$ cat src/rtl/core/egt_plf_pkg.sv
// Shared types and constants of the exhaust-temperature peak finder.
// No dependencies; used by every module under rtl/core.
`timescale 1ns / 1ps
`default_nettype none
package egt_plf_pkg;

  localparam int TEMP_W      = 12;  // temperature and threshold width
  localparam int DELTA_W     = 13;  // signed current-minus-peak
  localparam int TIME_W      = 32;
  localparam int HOLD_W      = 16;
  localparam int CYL_W       = 3;   // cylinder index / count width
  localparam int CMD_W       = 2;
  localparam int NUM_TEMP_IN = 6;   // temperatures carried per frame
  localparam int CFG_IDX_W   = 2;
  localparam int CFG_DATA_W  = 16;

  localparam int IN_DATA_W   = 104; // now_ms + six temperatures, byte aligned
  localparam int IN_USER_W   = 8;   // command, zero filled
  localparam int OUT_DATA_W  = 40;  // 37 bits of result, zero filled

  // register reset values
  localparam logic [TEMP_W-1:0] ARM_RISE_RST  = 12'd20;
  localparam logic [TEMP_W-1:0] PEAK_DROP_RST = 12'd10;
  localparam logic [CYL_W-1:0]  CYL_USE_RST   = 3'd6;
  localparam logic [HOLD_W-1:0] HOLD_MS_RST   = 16'd900;

  typedef logic [TEMP_W-1:0] temp_t;

  typedef enum logic [CFG_IDX_W-1:0] {
    CFG_ARM_RISE  = 2'd0,
    CFG_PEAK_DROP = 2'd1,
    CFG_CYL_USE   = 2'd2,
    CFG_HOLD_MS   = 2'd3
  } cfg_reg_t;

  typedef enum logic [CMD_W-1:0] {
    CMD_FRAME = 2'd0,
    CMD_START = 2'd1,
    CMD_EXIT  = 2'd2
  } cmd_t;

  typedef enum logic [2:0] {
    PH_IDLE  = 3'd0,
    PH_PRE   = 3'd1,
    PH_LEAN  = 3'd2,
    PH_FOUND = 3'd3,
    PH_FINAL = 3'd4
  } phase_t;

  // per-lane control from the sequencer
  typedef struct packed {
    logic active;    // lane index below the cylinder count
    logic snapshot;  // load baseline and peak from this frame
    logic track;     // update running peak
  } lane_ctrl_t;

  // per-lane findings toward the merge stage
  typedef struct packed {
    logic  active;
    temp_t temp;
    logic  arm_hit;
    logic  drop_hit;
  } lane_info_t;

  // merged findings over all lanes
  typedef struct packed {
    logic [CYL_W-1:0] hot_idx;
    logic             any_arm;
    logic             drop_found;
    logic [CYL_W-1:0] drop_idx;
  } merge_t;

endpackage
`default_nettype wire

$ cat src/rtl/core/egt_plf_lane.sv
// One cylinder lane: baseline and running peak registers plus the
// arm and drop compares. Depends on egt_plf_pkg.
`timescale 1ns / 1ps
`default_nettype none
module egt_plf_lane (
  input  wire                       clk,
  input  wire                       rst,
  input  wire                       update,     // frame request accepted
  input  egt_plf_pkg::lane_ctrl_t   ctrl,
  input  egt_plf_pkg::temp_t        temp,
  input  egt_plf_pkg::temp_t        arm_rise,
  input  egt_plf_pkg::temp_t        peak_drop,
  output egt_plf_pkg::temp_t        peak_now,
  output egt_plf_pkg::temp_t        peak_next,
  output egt_plf_pkg::lane_info_t   info
);

  egt_plf_pkg::temp_t baseline;
  egt_plf_pkg::temp_t peak;
  logic [egt_plf_pkg::TEMP_W:0] arm_level;
  logic [egt_plf_pkg::TEMP_W:0] drop_level;

  always_comb begin
    peak_next = peak;
    if (ctrl.active && ctrl.snapshot) begin
      peak_next = temp;
    end else if (ctrl.active && ctrl.track && (temp > peak)) begin
      peak_next = temp;
    end
  end

  // t - base >= rise  <=>  t >= base + rise, widened by one bit
  assign arm_level  = {1'b0, baseline} + {1'b0, arm_rise};
  assign drop_level = {1'b0, temp} + {1'b0, peak_drop};

  always_comb begin
    info.active   = ctrl.active;
    info.temp     = temp;
    info.arm_hit  = ctrl.active && ({1'b0, temp} >= arm_level);
    info.drop_hit = ctrl.active && ({1'b0, peak_next} >= drop_level);
  end

  assign peak_now = peak;

  always_ff @(posedge clk) begin
    if (rst) begin
      baseline <= '0;
      peak     <= '0;
    end else if (update) begin
      if (ctrl.active && ctrl.snapshot) begin
        baseline <= temp;
      end
      peak <= peak_next;
    end
  end

endmodule
`default_nettype wire

$ cat src/rtl/core/egt_plf_merge.sv
// Merge stage: hottest cylinder, any-arm reduction and first peaked lane.
// Depends on egt_plf_pkg.
`timescale 1ns / 1ps
`default_nettype none
module egt_plf_merge #(
  parameter int MAX_CYLINDERS = 6
) (
  input  egt_plf_pkg::lane_info_t info [MAX_CYLINDERS],
  output egt_plf_pkg::merge_t     merged
);

  always_comb begin
    logic [egt_plf_pkg::CYL_W-1:0] hot;
    egt_plf_pkg::temp_t            hot_temp;
    logic                          arm;
    logic                          found;
    logic [egt_plf_pkg::CYL_W-1:0] idx;
    hot      = '0;
    hot_temp = info[0].temp;
    arm      = 1'b0;
    found    = 1'b0;
    idx      = '0;
    // strict compare keeps the lowest index on ties
    for (int i = 1; i < MAX_CYLINDERS; i++) begin
      if (info[i].active && (info[i].temp > hot_temp)) begin
        hot      = egt_plf_pkg::CYL_W'(i);
        hot_temp = info[i].temp;
      end
    end
    for (int i = 0; i < MAX_CYLINDERS; i++) begin
      arm = arm | info[i].arm_hit;
    end
    // scan from the top so the lowest hit wins
    for (int i = MAX_CYLINDERS - 1; i >= 0; i--) begin
      if (info[i].drop_hit) begin
        found = 1'b1;
        idx   = egt_plf_pkg::CYL_W'(i);
      end
    end
    merged.hot_idx    = hot;
    merged.any_arm    = arm;
    merged.drop_found = found;
    merged.drop_idx   = idx;
  end

endmodule
`default_nettype wire

$ cat src/rtl/core/egt_plf_finder_core.sv
// Top level of the exhaust-temperature peak finder: phase sequencer, cylinder
// lanes, merge stage and two-entry result buffer. Uses egt_plf_pkg, egt_plf_lane, egt_plf_merge.
// The result of a frame request is registered into the result buffer at the edge that
//   accepts it. Throughput: one frame per cycle; s_axis_tready drops only while both
//   result entries are full, and is low during reset.
// Reset (rst, synchronous): idle phase, flags, baselines, peaks cleared; registers at defaults.
`timescale 1ns / 1ps
`default_nettype none
module egt_peak_lean_finder_core #(
  parameter int MAX_CYLINDERS = 6   // 1..8 lanes
) (
  input  wire         clk,
  input  wire         rst,
  // configuration writes
  input  wire         cfg_we,
  input  wire  [1:0]  cfg_index,
  input  wire  [15:0] cfg_data,
  // frame requests
  input  wire         s_axis_tvalid,
  output logic        s_axis_tready,
  // [31:0] now_ms, then temp_cyl0..temp_cyl5 at 12 bits each from bit 32
  input  wire  [103:0] s_axis_tdata,
  // [1:0] command, [7:2] zero
  input  wire  [7:0]  s_axis_tuser,
  // result requests
  output logic        m_axis_tvalid,
  input  wire         m_axis_tready,
  // [2:0] phase_now, [3] phase_changed, [4] is_armed, [7:5] hottest_cyl,
  // [8] peaked_valid, [11:9] peaked_cyl, [23:12] peak_temp,
  // [36:24] below_peak, [39:37] zero
  output logic [39:0] m_axis_tdata
);
  // A frame's result is registered at the edge that accepts the frame.
  // Throughput: one frame per cycle; all per-cylinder compares run in
  //   parallel lanes and the merge is a short priority chain.
  // The result buffer holds two entries, so frames keep flowing while one
  //   result waits; s_axis_tready drops only when both entries are full.
  // Reset (rst, synchronous): idle phase, flags, baselines and peaks
  //   cleared, registers back to arm_rise 20, peak_drop 10, six cylinders,
  //   900 ms hold.

  localparam int IDX_W = (MAX_CYLINDERS > 1) ? $clog2(MAX_CYLINDERS) : 1;
  localparam int TW    = egt_plf_pkg::TEMP_W;
  localparam int CW    = egt_plf_pkg::CYL_W;

  // ---------------- configuration ----------------
  egt_plf_pkg::temp_t                 arm_rise;
  egt_plf_pkg::temp_t                 peak_drop;
  logic [CW-1:0]                      cyl_use;
  logic [egt_plf_pkg::HOLD_W-1:0]     hold_ms;

  always_ff @(posedge clk) begin
    if (rst) begin
      arm_rise  <= egt_plf_pkg::ARM_RISE_RST;
      peak_drop <= egt_plf_pkg::PEAK_DROP_RST;
      cyl_use   <= egt_plf_pkg::CYL_USE_RST;
      hold_ms   <= egt_plf_pkg::HOLD_MS_RST;
    end else if (cfg_we) begin
      case (egt_plf_pkg::cfg_reg_t'(cfg_index))
        egt_plf_pkg::CFG_ARM_RISE:  arm_rise  <= cfg_data[TW-1:0];
        egt_plf_pkg::CFG_PEAK_DROP: peak_drop <= cfg_data[TW-1:0];
        egt_plf_pkg::CFG_CYL_USE:   cyl_use   <= cfg_data[CW-1:0];
        egt_plf_pkg::CFG_HOLD_MS:   hold_ms   <= cfg_data;
        default: ;
      endcase
    end
  end

  // effective cylinder count: 0 reads as 1, saturates at the lane count
  logic [CW:0] n_eff;
  always_comb begin
    if (cyl_use == '0) begin
      n_eff = (CW + 1)'(1);
    end else if ({1'b0, cyl_use} > (CW + 1)'(MAX_CYLINDERS)) begin
      n_eff = (CW + 1)'(MAX_CYLINDERS);
    end else begin
      n_eff = {1'b0, cyl_use};
    end
  end

  // ---------------- request decode ----------------
  logic                           in_fire;
  logic [egt_plf_pkg::CMD_W-1:0]  cmd;
  logic [egt_plf_pkg::TIME_W-1:0] now_ms;

  assign in_fire = s_axis_tvalid && s_axis_tready;
  assign cmd     = s_axis_tuser[egt_plf_pkg::CMD_W-1:0];
  assign now_ms  = s_axis_tdata[egt_plf_pkg::TIME_W-1:0];

  // ---------------- sequencer state ----------------
  egt_plf_pkg::phase_t              phase, phase_next;
  logic [egt_plf_pkg::TIME_W-1:0]   phase_start, phase_start_next;
  logic                             armed, armed_next;
  logic                             peaked, peaked_next;
  logic [CW-1:0]                    peaked_idx, peaked_idx_next;
  logic signed [egt_plf_pkg::DELTA_W-1:0] delta, delta_next;
  logic                             snapshot, track;

  // ---------------- lanes ----------------
  egt_plf_pkg::temp_t      lane_temp [MAX_CYLINDERS];
  egt_plf_pkg::temp_t      lane_peak [MAX_CYLINDERS];
  egt_plf_pkg::temp_t      lane_peak_next [MAX_CYLINDERS];
  egt_plf_pkg::lane_info_t lane_info [MAX_CYLINDERS];
  egt_plf_pkg::lane_ctrl_t lane_ctrl [MAX_CYLINDERS];
  egt_plf_pkg::merge_t     merged;

  for (genvar i = 0; i < MAX_CYLINDERS; i++) begin : g_lane
    if (i < egt_plf_pkg::NUM_TEMP_IN) begin : g_temp
      assign lane_temp[i] = s_axis_tdata[egt_plf_pkg::TIME_W + TW*i +: TW];
    end else begin : g_none
      assign lane_temp[i] = '0;  // lanes beyond the frame see zero
    end

    always_comb begin
      lane_ctrl[i].active   = (CW + 1)'(i) < n_eff;
      lane_ctrl[i].snapshot = snapshot;
      lane_ctrl[i].track    = track;
    end

    egt_plf_lane u_lane (
      .clk       (clk),
      .rst       (rst),
      .update    (in_fire),
      .ctrl      (lane_ctrl[i]),
      .temp      (lane_temp[i]),
      .arm_rise  (arm_rise),
      .peak_drop (peak_drop),
      .peak_now  (lane_peak[i]),
      .peak_next (lane_peak_next[i]),
      .info      (lane_info[i])
    );
  end

  egt_plf_merge #(
    .MAX_CYLINDERS (MAX_CYLINDERS)
  ) u_merge (
    .info   (lane_info),
    .merged (merged)
  );

  // ---------------- phase sequencing ----------------
  logic [egt_plf_pkg::TIME_W-1:0] elapsed;
  logic                           hold_done;
  logic [IDX_W-1:0]               k_idx;

  assign elapsed   = now_ms - phase_start;  // wraps modulo 2^32
  assign hold_done = elapsed >= {{(egt_plf_pkg::TIME_W - egt_plf_pkg::HOLD_W){1'b0}}, hold_ms};
  assign k_idx     = ({1'b0, peaked_idx} < (CW + 1)'(MAX_CYLINDERS)) ?
                     peaked_idx[IDX_W-1:0] : '0;

  always_comb begin
    phase_next      = phase;
    armed_next      = armed;
    peaked_next     = peaked;
    peaked_idx_next = peaked_idx;
    delta_next      = delta;
    snapshot        = 1'b0;
    track           = 1'b0;

    if (cmd == egt_plf_pkg::CMD_START && phase == egt_plf_pkg::PH_IDLE) begin
      phase_next      = egt_plf_pkg::PH_PRE;
      armed_next      = 1'b0;
      peaked_next     = 1'b0;
      peaked_idx_next = '0;
      delta_next      = '0;
    end else if (cmd == egt_plf_pkg::CMD_EXIT) begin
      if (phase != egt_plf_pkg::PH_IDLE) begin
        phase_next      = egt_plf_pkg::PH_IDLE;
        armed_next      = 1'b0;
        peaked_next     = 1'b0;
        peaked_idx_next = '0;
        delta_next      = '0;
      end
    end else if (phase != egt_plf_pkg::PH_IDLE) begin
      // start while active and the unused code both act as a frame update
      if (phase == egt_plf_pkg::PH_PRE && hold_done) begin
        phase_next = egt_plf_pkg::PH_LEAN;
        snapshot   = 1'b1;
      end
      if (phase_next == egt_plf_pkg::PH_FOUND && hold_done) begin
        phase_next = egt_plf_pkg::PH_FINAL;
      end
      if (phase_next == egt_plf_pkg::PH_FINAL && peaked) begin
        delta_next = $signed({1'b0, lane_temp[k_idx]}) - $signed({1'b0, lane_peak[k_idx]});
      end
      if (phase_next == egt_plf_pkg::PH_LEAN) begin
        if (snapshot) begin
          // entry frame only loads baselines and peaks
          armed_next      = 1'b0;
          peaked_next     = 1'b0;
          peaked_idx_next = '0;
          delta_next      = '0;
        end else begin
          track      = 1'b1;
          armed_next = armed || merged.any_arm;
          if (armed_next && merged.drop_found) begin
            peaked_idx_next = merged.drop_idx;
            peaked_next     = 1'b1;
            phase_next      = egt_plf_pkg::PH_FOUND;
          end
        end
      end
    end

    phase_start_next = (phase_next != phase) ? now_ms : phase_start;
  end

  always_ff @(posedge clk) begin
    if (rst) begin
      phase       <= egt_plf_pkg::PH_IDLE;
      phase_start <= '0;
      armed       <= 1'b0;
      peaked      <= 1'b0;
      peaked_idx  <= '0;
      delta       <= '0;
    end else if (in_fire) begin
      phase       <= phase_next;
      phase_start <= phase_start_next;
      armed       <= armed_next;
      peaked      <= peaked_next;
      peaked_idx  <= peaked_idx_next;
      delta       <= delta_next;
    end
  end

  // ---------------- result word ----------------
  logic [IDX_W-1:0]                   p_idx;
  egt_plf_pkg::temp_t                 res_peak;
  logic [egt_plf_pkg::OUT_DATA_W-1:0] res_word;

  assign p_idx    = ({1'b0, peaked_idx_next} < (CW + 1)'(MAX_CYLINDERS)) ?
                    peaked_idx_next[IDX_W-1:0] : '0;
  assign res_peak = peaked_next ? lane_peak_next[p_idx] : '0;

  always_comb begin
    res_word        = '0;
    res_word[2:0]   = phase_next;
    res_word[3]     = phase_next != phase;
    res_word[4]     = armed_next;
    res_word[7:5]   = merged.hot_idx;
    res_word[8]     = peaked_next;
    res_word[11:9]  = peaked_next ? peaked_idx_next : '0;
    res_word[23:12] = res_peak;
    res_word[36:24] = (phase_next == egt_plf_pkg::PH_FINAL) ? delta_next : '0;
  end

  // ---------------- two-entry result buffer ----------------
  logic                               skid_valid;
  logic [egt_plf_pkg::OUT_DATA_W-1:0] skid_word;
  logic                               out_free;

  // no request is taken while reset is held
  assign s_axis_tready = !skid_valid && !rst;
  assign out_free      = !m_axis_tvalid || m_axis_tready;

  always_ff @(posedge clk) begin
    if (rst) begin
      m_axis_tvalid <= 1'b0;
      skid_valid    <= 1'b0;
    end else if (out_free) begin
      if (skid_valid) begin
        m_axis_tvalid <= 1'b1;
        skid_valid    <= in_fire;
      end else begin
        m_axis_tvalid <= in_fire;
      end
    end else if (in_fire) begin
      skid_valid <= 1'b1;
    end
  end

  always_ff @(posedge clk) begin
    if (out_free) begin
      if (skid_valid) begin
        m_axis_tdata <= skid_word;
        if (in_fire) begin
          skid_word <= res_word;
        end
      end else if (in_fire) begin
        m_axis_tdata <= res_word;
      end
    end else if (in_fire) begin
      skid_word <= res_word;
    end
  end

endmodule
`default_nettype wire

$ cat config.mk
export PLATFORM = sky130hd
export DESIGN_NAME = egt_peak_lean_finder_core
export DESIGN_NICKNAME = d
export VERILOG_FILES = /design/src/rtl/core/egt_plf_pkg.sv /design/src/rtl/core/egt_plf_lane.sv /design/src/rtl/core/egt_plf_merge.sv /design/src/rtl/core/egt_plf_finder_core.sv
export SDC_FILE = /design/constraint.sdc
export NUM_CORES = 2
export LEC_CHECK = 0
export ABC_AREA = 1
export BUFFER_PORTS_ARGS = -buffer_cell sky130_fd_sc_hd__buf_2
export CORE_UTILIZATION = 30
export CTS_BUF_LIST = sky130_fd_sc_hd__clkbuf_16
export DETAILED_ROUTE_END_ITERATION = 6
export PLACE_DENSITY = 0.5
export SLEW_MARGIN = 40
export SYNTH_ARGS = -nofsm -noshare
export SYNTH_HDL_FRONTEND = slang
export SYNTH_SLANG_ARGS = --single-unit
export TNS_END_PERCENT = 30
$ cat constraint.sdc
create_clock -name clk -period 6.6 [get_ports clk]
set_input_delay 0 -clock clk [delete_from_list [all_inputs] [get_ports clk]]
set_output_delay 0 -clock clk [all_outputs]
set_load 0.01 [all_outputs]
======== Word-level counts from Yosys, hierarchy flattened ========
Index checks and enable logic that the tools add are counted.
operators by class
  $lt $le $gt $ge ......................... 35
  equal/unequal tests ..................... 12
  reductions and logical operators ........ 65
  bitwise logic cells ..................... 7
  add/sub/neg operators ................... 14
  mux-type cells .......................... 112
operators by type and width
  kind                  count
  $mux W12              23
  $mux W40              5
  $add A12 B12 Y13      12
  $ge A12 B13 Y1        12
  $gt A12 B12 Y1        11
  $mux W3               37
  $bmux W12 S3          3
  $mux W13              8
  $logic_and A1 B1 Y1   42
  $mux W1               36
  $ge A32 B16 Y1        1
  $sub A32 B32 Y32      1
  $reduce_and A2 Y1     12
  $sub A12 B12 Y13      1
  $ge A4 B4 Y1 const B  2
  $lt A1 B4 Y1 const A  2
  $lt A2 B4 Y1 const A  2
  $lt A3 B4 Y1 const A  2
  $not A3 Y4            2
  $eq A2 B2 Y1 const B  3
  $eq A3 B2 Y1 const B  2
  $eq A3 B3 Y1 const B  2
  $logic_not A3 Y1      2
  $lt A3 B3 Y1 const B  2
  11 further kinds      20
word-level totals
  register bits ........................... 322
  bits of input ports ..................... 135
  word-level logic and storage cells ...... 271

======== Depth between registers and ports, before layout ========
  depth after elaboration ................. 47
  gate-level depth with buffers ........... 61
  depth with buffers taken out ............ 59

======== By module ========
Synthesis repeated with hierarchy kept, for this count alone.
second synthesis, totals
  cells, all modules ...................... 5082
  area total of the unflattened synthesis .. 33778.6 um2
by module, submodules not included
  module                               times used  cells each  sequential area each (um2)  area an instance (um2)
  egt_peak_lean_finder_core            1           1885        4184.0                      12206.7
  egt_plf_lane (g_lane[1].u_lane ...)  3           478         480.5                       3290.7
  egt_plf_lane (g_lane[4].u_lane)      1           473         480.5                       3171.8
  egt_plf_lane (g_lane[5].u_lane)      1           473         480.5                       3161.8
  egt_plf_lane (g_lane[0].u_lane)      1           436         480.5                       3026.7
  egt_plf_merge                        1           381         0.0                         2339.7

======== Worst setup path after synthesis ========
OpenSTA, ideal clock, no wires.
  path kind ............................... in2reg
  start point ............................. input port s_axis_tdata[43]
  end point ............................... register m_axis_tdata[6], data pin
  required time ........................... 6.347 ns
  library setup time ...................... 0.253 ns
  setup slack ............................. -0.249 ns
  stages .................................. 51
  arrival ................................. 6.596 ns
  cells stage by stage .................... inv_1 -> ha_1 -> nand2_1 -> inv_1 -> nand3_1 -> nor3_1 -> nand4_1 -> o21ai_0 -> inv_1 -> nand2_1 -> clkbuf_1 -> nand2_1 -> o21ai_0 -> ha_1 -> a21oi_1 -> o21ai_0 -> nand3_1 -> nand2_1 -> (+15 left out) -> o21ai_0 -> a221oi_1 -> o221ai_1 -> nand2_1 -> clkbuf_1 -> o21ai_0 -> ha_1 -> nand2_1 -> inv_1 -> nand3_1 -> nor3_1 -> nand2_1 -> o2111ai_1 -> nand3_1 -> nand2_1 -> a21oi_1 -> nand2_1 -> nand2_1
RTL lines
  element               RTL line                    RTL
  from (decl)           egt_plf_finder_core.sv:22   input wire [103:0] s_axis_tdata,
  to (signal assigned)  egt_plf_finder_core.sv:275  m_axis_tdata <= skid_word;
  to (signal assigned)  egt_plf_finder_core.sv:280  m_axis_tdata <= res_word;
  to (decl)             egt_plf_finder_core.sv:31   output logic [39:0] m_axis_tdata

======== Final worst setup path ========
  start point ............................. register phase_start[2] (netlist bit)
  end point ............................... register phase_start[8] (netlist bit)
on the way
  word-level cells in the longest chain between the ends .. 39
  elaborated cells on any way between the ends .. 83
  those cells by class .................... add/sub (1); order compare (7); eq/ne (3); mux (44); reduce/logical (28)
ends and longest elaborated chain
  element                               RTL line                    RTL
  from (decl)                           egt_plf_finder_core.sv:92   logic [egt_plf_pkg::TIME_W-1:0] phase_start, phase_start_next;
  from (signal assigned)                egt_plf_finder_core.sv:218  phase_start <= phase_start_next;
  $sub A32 B32 Y32 *                    egt_plf_finder_core.sv:146  assign elapsed = now_ms - phase_start;
  $ge A32 B16 Y1 *                      egt_plf_finder_core.sv:147  assign hold_done = elapsed >= {{(egt_plf_pkg::TIME_W - egt_plf_pkg::HOLD_W){1'b0}}, hold_ms};
  $logic_and A1 B1 Y1                   egt_plf_finder_core.sv:176  if (phase == egt_plf_pkg::PH_PRE && hold_done) begin
  $mux W3                               egt_plf_finder_core.sv:176
  $mux W3                               egt_plf_finder_core.sv:174  end else if (phase != egt_plf_pkg::PH_IDLE) begin
  $mux W3                               egt_plf_finder_core.sv:166  end else if (cmd == egt_plf_pkg::CMD_EXIT) begin
  $mux W3                               egt_plf_finder_core.sv:160  if (cmd == egt_plf_pkg::CMD_START && phase == egt_plf_pkg::PH_IDLE) begin
  $eq A3 B2 Y1                          egt_plf_finder_core.sv:180  if (phase_next == egt_plf_pkg::PH_FOUND && hold_done) begin
  (+25 left out)                        n/a
  $mux W3 *                             egt_plf_finder_core.sv:186  if (phase_next == egt_plf_pkg::PH_LEAN) begin
  $mux W3 *                             egt_plf_finder_core.sv:174
  $mux W3 *                             egt_plf_finder_core.sv:166
  $mux W3 *                             egt_plf_finder_core.sv:160
  named net phase_next[0]               egt_plf_finder_core.sv:91   egt_plf_pkg::phase_t phase, phase_next;
  $ne A3 B3 Y1 *                        n/a
  named net res_word, one bit           egt_plf_finder_core.sv:229  logic [egt_plf_pkg::OUT_DATA_W-1:0] res_word;
  $reduce_and A2 Y1 (no source line) *  n/a
Mark *: on every way through the listed nets, which the timed path passes. The rest lies on a longest branch. The select of a mux whose other input is x is not followed.
A chain may end at the register's enable or synchronous reset.

==> results_dict.tcl <==
set metrics [dict create \
    num_vias 32200 \
    violations "setup timing" \
    dieHeight_um 319 \
    grt_pass1_vias 30100 \
    antenna_found_initial 7 \
    tritoncts "yes" \
    synth_top_family_by_area "simple AND/OR/NAND/NOR gates" \
    async_flop_share 0 \
    final_cell_mix "nand2_1, inv_1, a21oi_1" \
    dieArea_mm2 0.102 \
    worst_pin_slew_ns 0.941 \
    crit_path_start_kind "flip-flop" \
    tns_ns -9.58 \
    cp_slowest_cell "dfxtp_2" \
    leakage_nw 19.8 \
    synth-simple-area-share 0.214 \
    cp.required_ns 7.10 \
    placed_area_mm2 0.0354 \
    path_class "reg2reg" \
    htreeDepth 2 \
    cpMostUsedCell "nand2_2" \
    mappedNetlistArea_mm2 0.0302 \
    final_common_cell "nand2_1" \
    syn_area_per_cell_um2 6.89 \
    place.gp.congestion 0.976 \
    row_count 115 \
    numCtsBuffers 42 \
    synth-seq-cells 316 \
    setup_ws_ns -0.275 \
    netlist_instances 4375 \
    synthMuxAreaShare 0 \
    antenna_left 0 \
    slew_viol_final 0 \
    cp.arrival_ns 7.37 \
    cts.sinks 316 \
    reg2regPathDepth 59 \
    first_iter_violations 2626 \
    drive_gt1_frac 0.227 \
    grt_max_degree 113 \
    drc 0 \
    io_buffers 167 \
    grt_pass1_wl_mm 188 \
    cts_buffer_depth 3 \
    powerDensity_mw_per_mm2 231 \
    vias_per_cell 5.02 \
    cp-end-kind "flip-flop" \
    grt_usage 0.243 \
    skew_ns 0.0496 \
    min_period_over_period 1.04 \
    synth_fa_ha_area_frac 0.206 \
    max_freq_mhz 145 \
    fp.coreArea_mm2 0.0990 \
    rsz0062_at_grt "true" \
    wirelength_mm 128 \
    area_growth_pct 35.5 \
    start_util 0.305 \
    die_w_um 319 \
    io_pins 177 \
    min_path_type "in2reg" \
    dp.final_hpwl_mm 98.3 \
    period_needed_ns 6.88 \
    fillCellCount 10300 \
    path_clk_slew_ns 0.06 \
    clk-insertion-delay-late_ns 0.62 \
    synth-main-ff-cell "dfxtp_1" \
    setup_viol 70 \
    yosysSeqAreaShare 0.234 \
    finalHoldViolations 0 \
    finalNetCount 5718 \
    synth_warnings 0 \
    finalInstanceArea_mm2 0.0408 \
    relSlewSlack 0.372 \
    synth_edf_count 74 \
    firstDrtPassIters 6 \
    synth_compound_area_frac 0.208 \
    worst_ir_drop_vdd_mv 0.185 \
    gr-total-overflow 0 \
    synthXorXnorAreaFrac 0.0404 \
    ys_types 56 \
    crit_path_max_fanout 9 \
    min_path_cells 3 \
    ctsRootBufferMaster "clkbuf_16" \
    outcome "finished, violations left" \
    maxCapViolations 0 \
    critPathMaxStageDelay_ns 0.32 \
    wl_per_cell_um 20.0 \
]
## synth_stat cells (14+ instances only)
| cell type | number | area, um^2 |
|---|---|---|
| ha_1 | 475 | 5940 |
| fa_1 | 14 | 280 |
| o21a_1 | 40 | 300 |
| nand3_1 | 160 | 801 |
| xor2_1 | 100 | 876 |
| a21oi_1 | 508 | 2540 |
| nand2_1 | 914 | 3430 |
| o21ai_0 | 365 | 1830 |
| inv_1 | 584 | 2190 |
| o31ai_1 | 22 | 165 |
| nor2_1 | 337 | 1260 |
| clkbuf_1 | 113 | 424 |
| nand4_1 | 51 | 319 |
| dfxtp_1 | 242 | 4840 |
| edfxtp_1 | 74 | 2220 |
| o21bai_1 | 51 | 383 |
| o211ai_1 | 40 | 300 |
| o21ai_1 | 35 | 175 |
| nor3_1 | 28 | 140 |
| xnor2_1 | 39 | 342 |
## stage by stage
step / utilization / hold WS, ns / setup WS, ns / cells / power, mW
after global routing: 0.413 / 0.0500 / -0.767 / 6414 / 10.0
after floorplan: - / 0.126 / 0.00987 / 4377 / 4.50
after CTS: 0.397 / 0.00519 / -0.373 / 6371 / 8.93
final: 0.413 / 0.0469 / -0.275 / 6415 / 9.44
after detailed placement: 0.357 / 0.267 / -1.13 / 6118 / 6.16
after global placement: 0.357 / 0.273 / -1.14 / 6118 / 6.15
## power breakdown
| part | internal, mW | switching [mW] | total, mW |
|---|---|---|---|
| logic | 2.05 | 2.71 | 4.77 |
| registers | 2.14 | 0.122 | 2.26 |
| clock network | 1.42 | 0.991 | 2.41 |
## critical path: cells and delay by family (launching register included)
kind / cells / cell delay [ns]
buffers and inverters: 10 / 1.15
AO/OA/AOI/OAI: 16 / 2.01
flip-flops: 1 / 0.32
AND/OR/NAND/NOR: 29 / 2.32
XOR/XNOR: 1 / 0.15
adder cells (fa/ha/maj): 3 / 0.79
## timing repair
action,4_1_cts,5_1_grt
hold buffers,128,0
pin swaps,71,145
setup endpoints to repair,105,105
cloned,9,13
gates resized for setup,221,307
hold endpoints to repair,156,0
setup buffers,40,30
## logic make-up (layout without fill, tap and decap cells)
family                   after synthesis  count (layout)
XOR/XNOR                             139             139
AO/OA/AOI/OAI                       1130            1130
AND/OR/NAND/NOR                     1552            1555
buffers and inverters                748            1494
other                                  1               5
flip-flops                           316             316
adder cells (fa/ha/maj)              489             489
## worst paths after layout
check                                 startpoint                           end  slack, ns
worst max-delay path              phase_start[2]                phase_start[8]      -0.28
worst min register to register   phase_start[16]               phase_start[16]       0.46
worst max register to register    phase_start[2]                phase_start[8]      -0.28
worst min-delay path            s_axis_tdata[86]  g_lane[4].u_lane.baseline[6]       0.05
## layer usage
metal,share of wire,up-vias,wire [um],track usage
met3,0.062,187,7960,0.0263
li1,-,16100,-,-
met2,0.44,931,56800,0.388
met1,0.47,14900,59600,0.343
met5,0.000055,-,7,0
met4,0.030,2,3780,0.0688
## sequential cells by signal (all words and copies together) (netlist names)
name	flops
hold_ms	16
phase	3
g_lane.u_lane.peak_now	72
phase_start	32
m_axis_tdata	37
armed	1
cyl_use	3
peak_drop	12
delta	13
m_axis_tvalid	1
g_lane.u_lane.baseline	72
peaked_idx	3
peaked	1
skid_valid	1
skid_word	37
arm_rise	12
## final cells by class
| cell class | instances | area (um^2) | share of cell area |
|---|---|---|---|
| Timing Repair Buffer | 810 | 6530 | 0.160 |
| Multi-Input combinational cell | 3316 | 21900 | 0.536 |
| Sequential cell | 316 | 7090 | 0.174 |
| Inverter | 606 | 2310 | 0.0565 |
| Clock buffer | 43 | 1080 | 0.0263 |
| Clock inverter | 33 | 329 | 0.00806 |
| Antenna cell | 2 | 5.00 | 0.000123 |
| Tap cell | 1287 | 1610 | 0.0394 |
| Timing Repair inverter | 2 | 12.5 | 0.000306 |
Note: power is estimated with default switching activity, not from simulation.
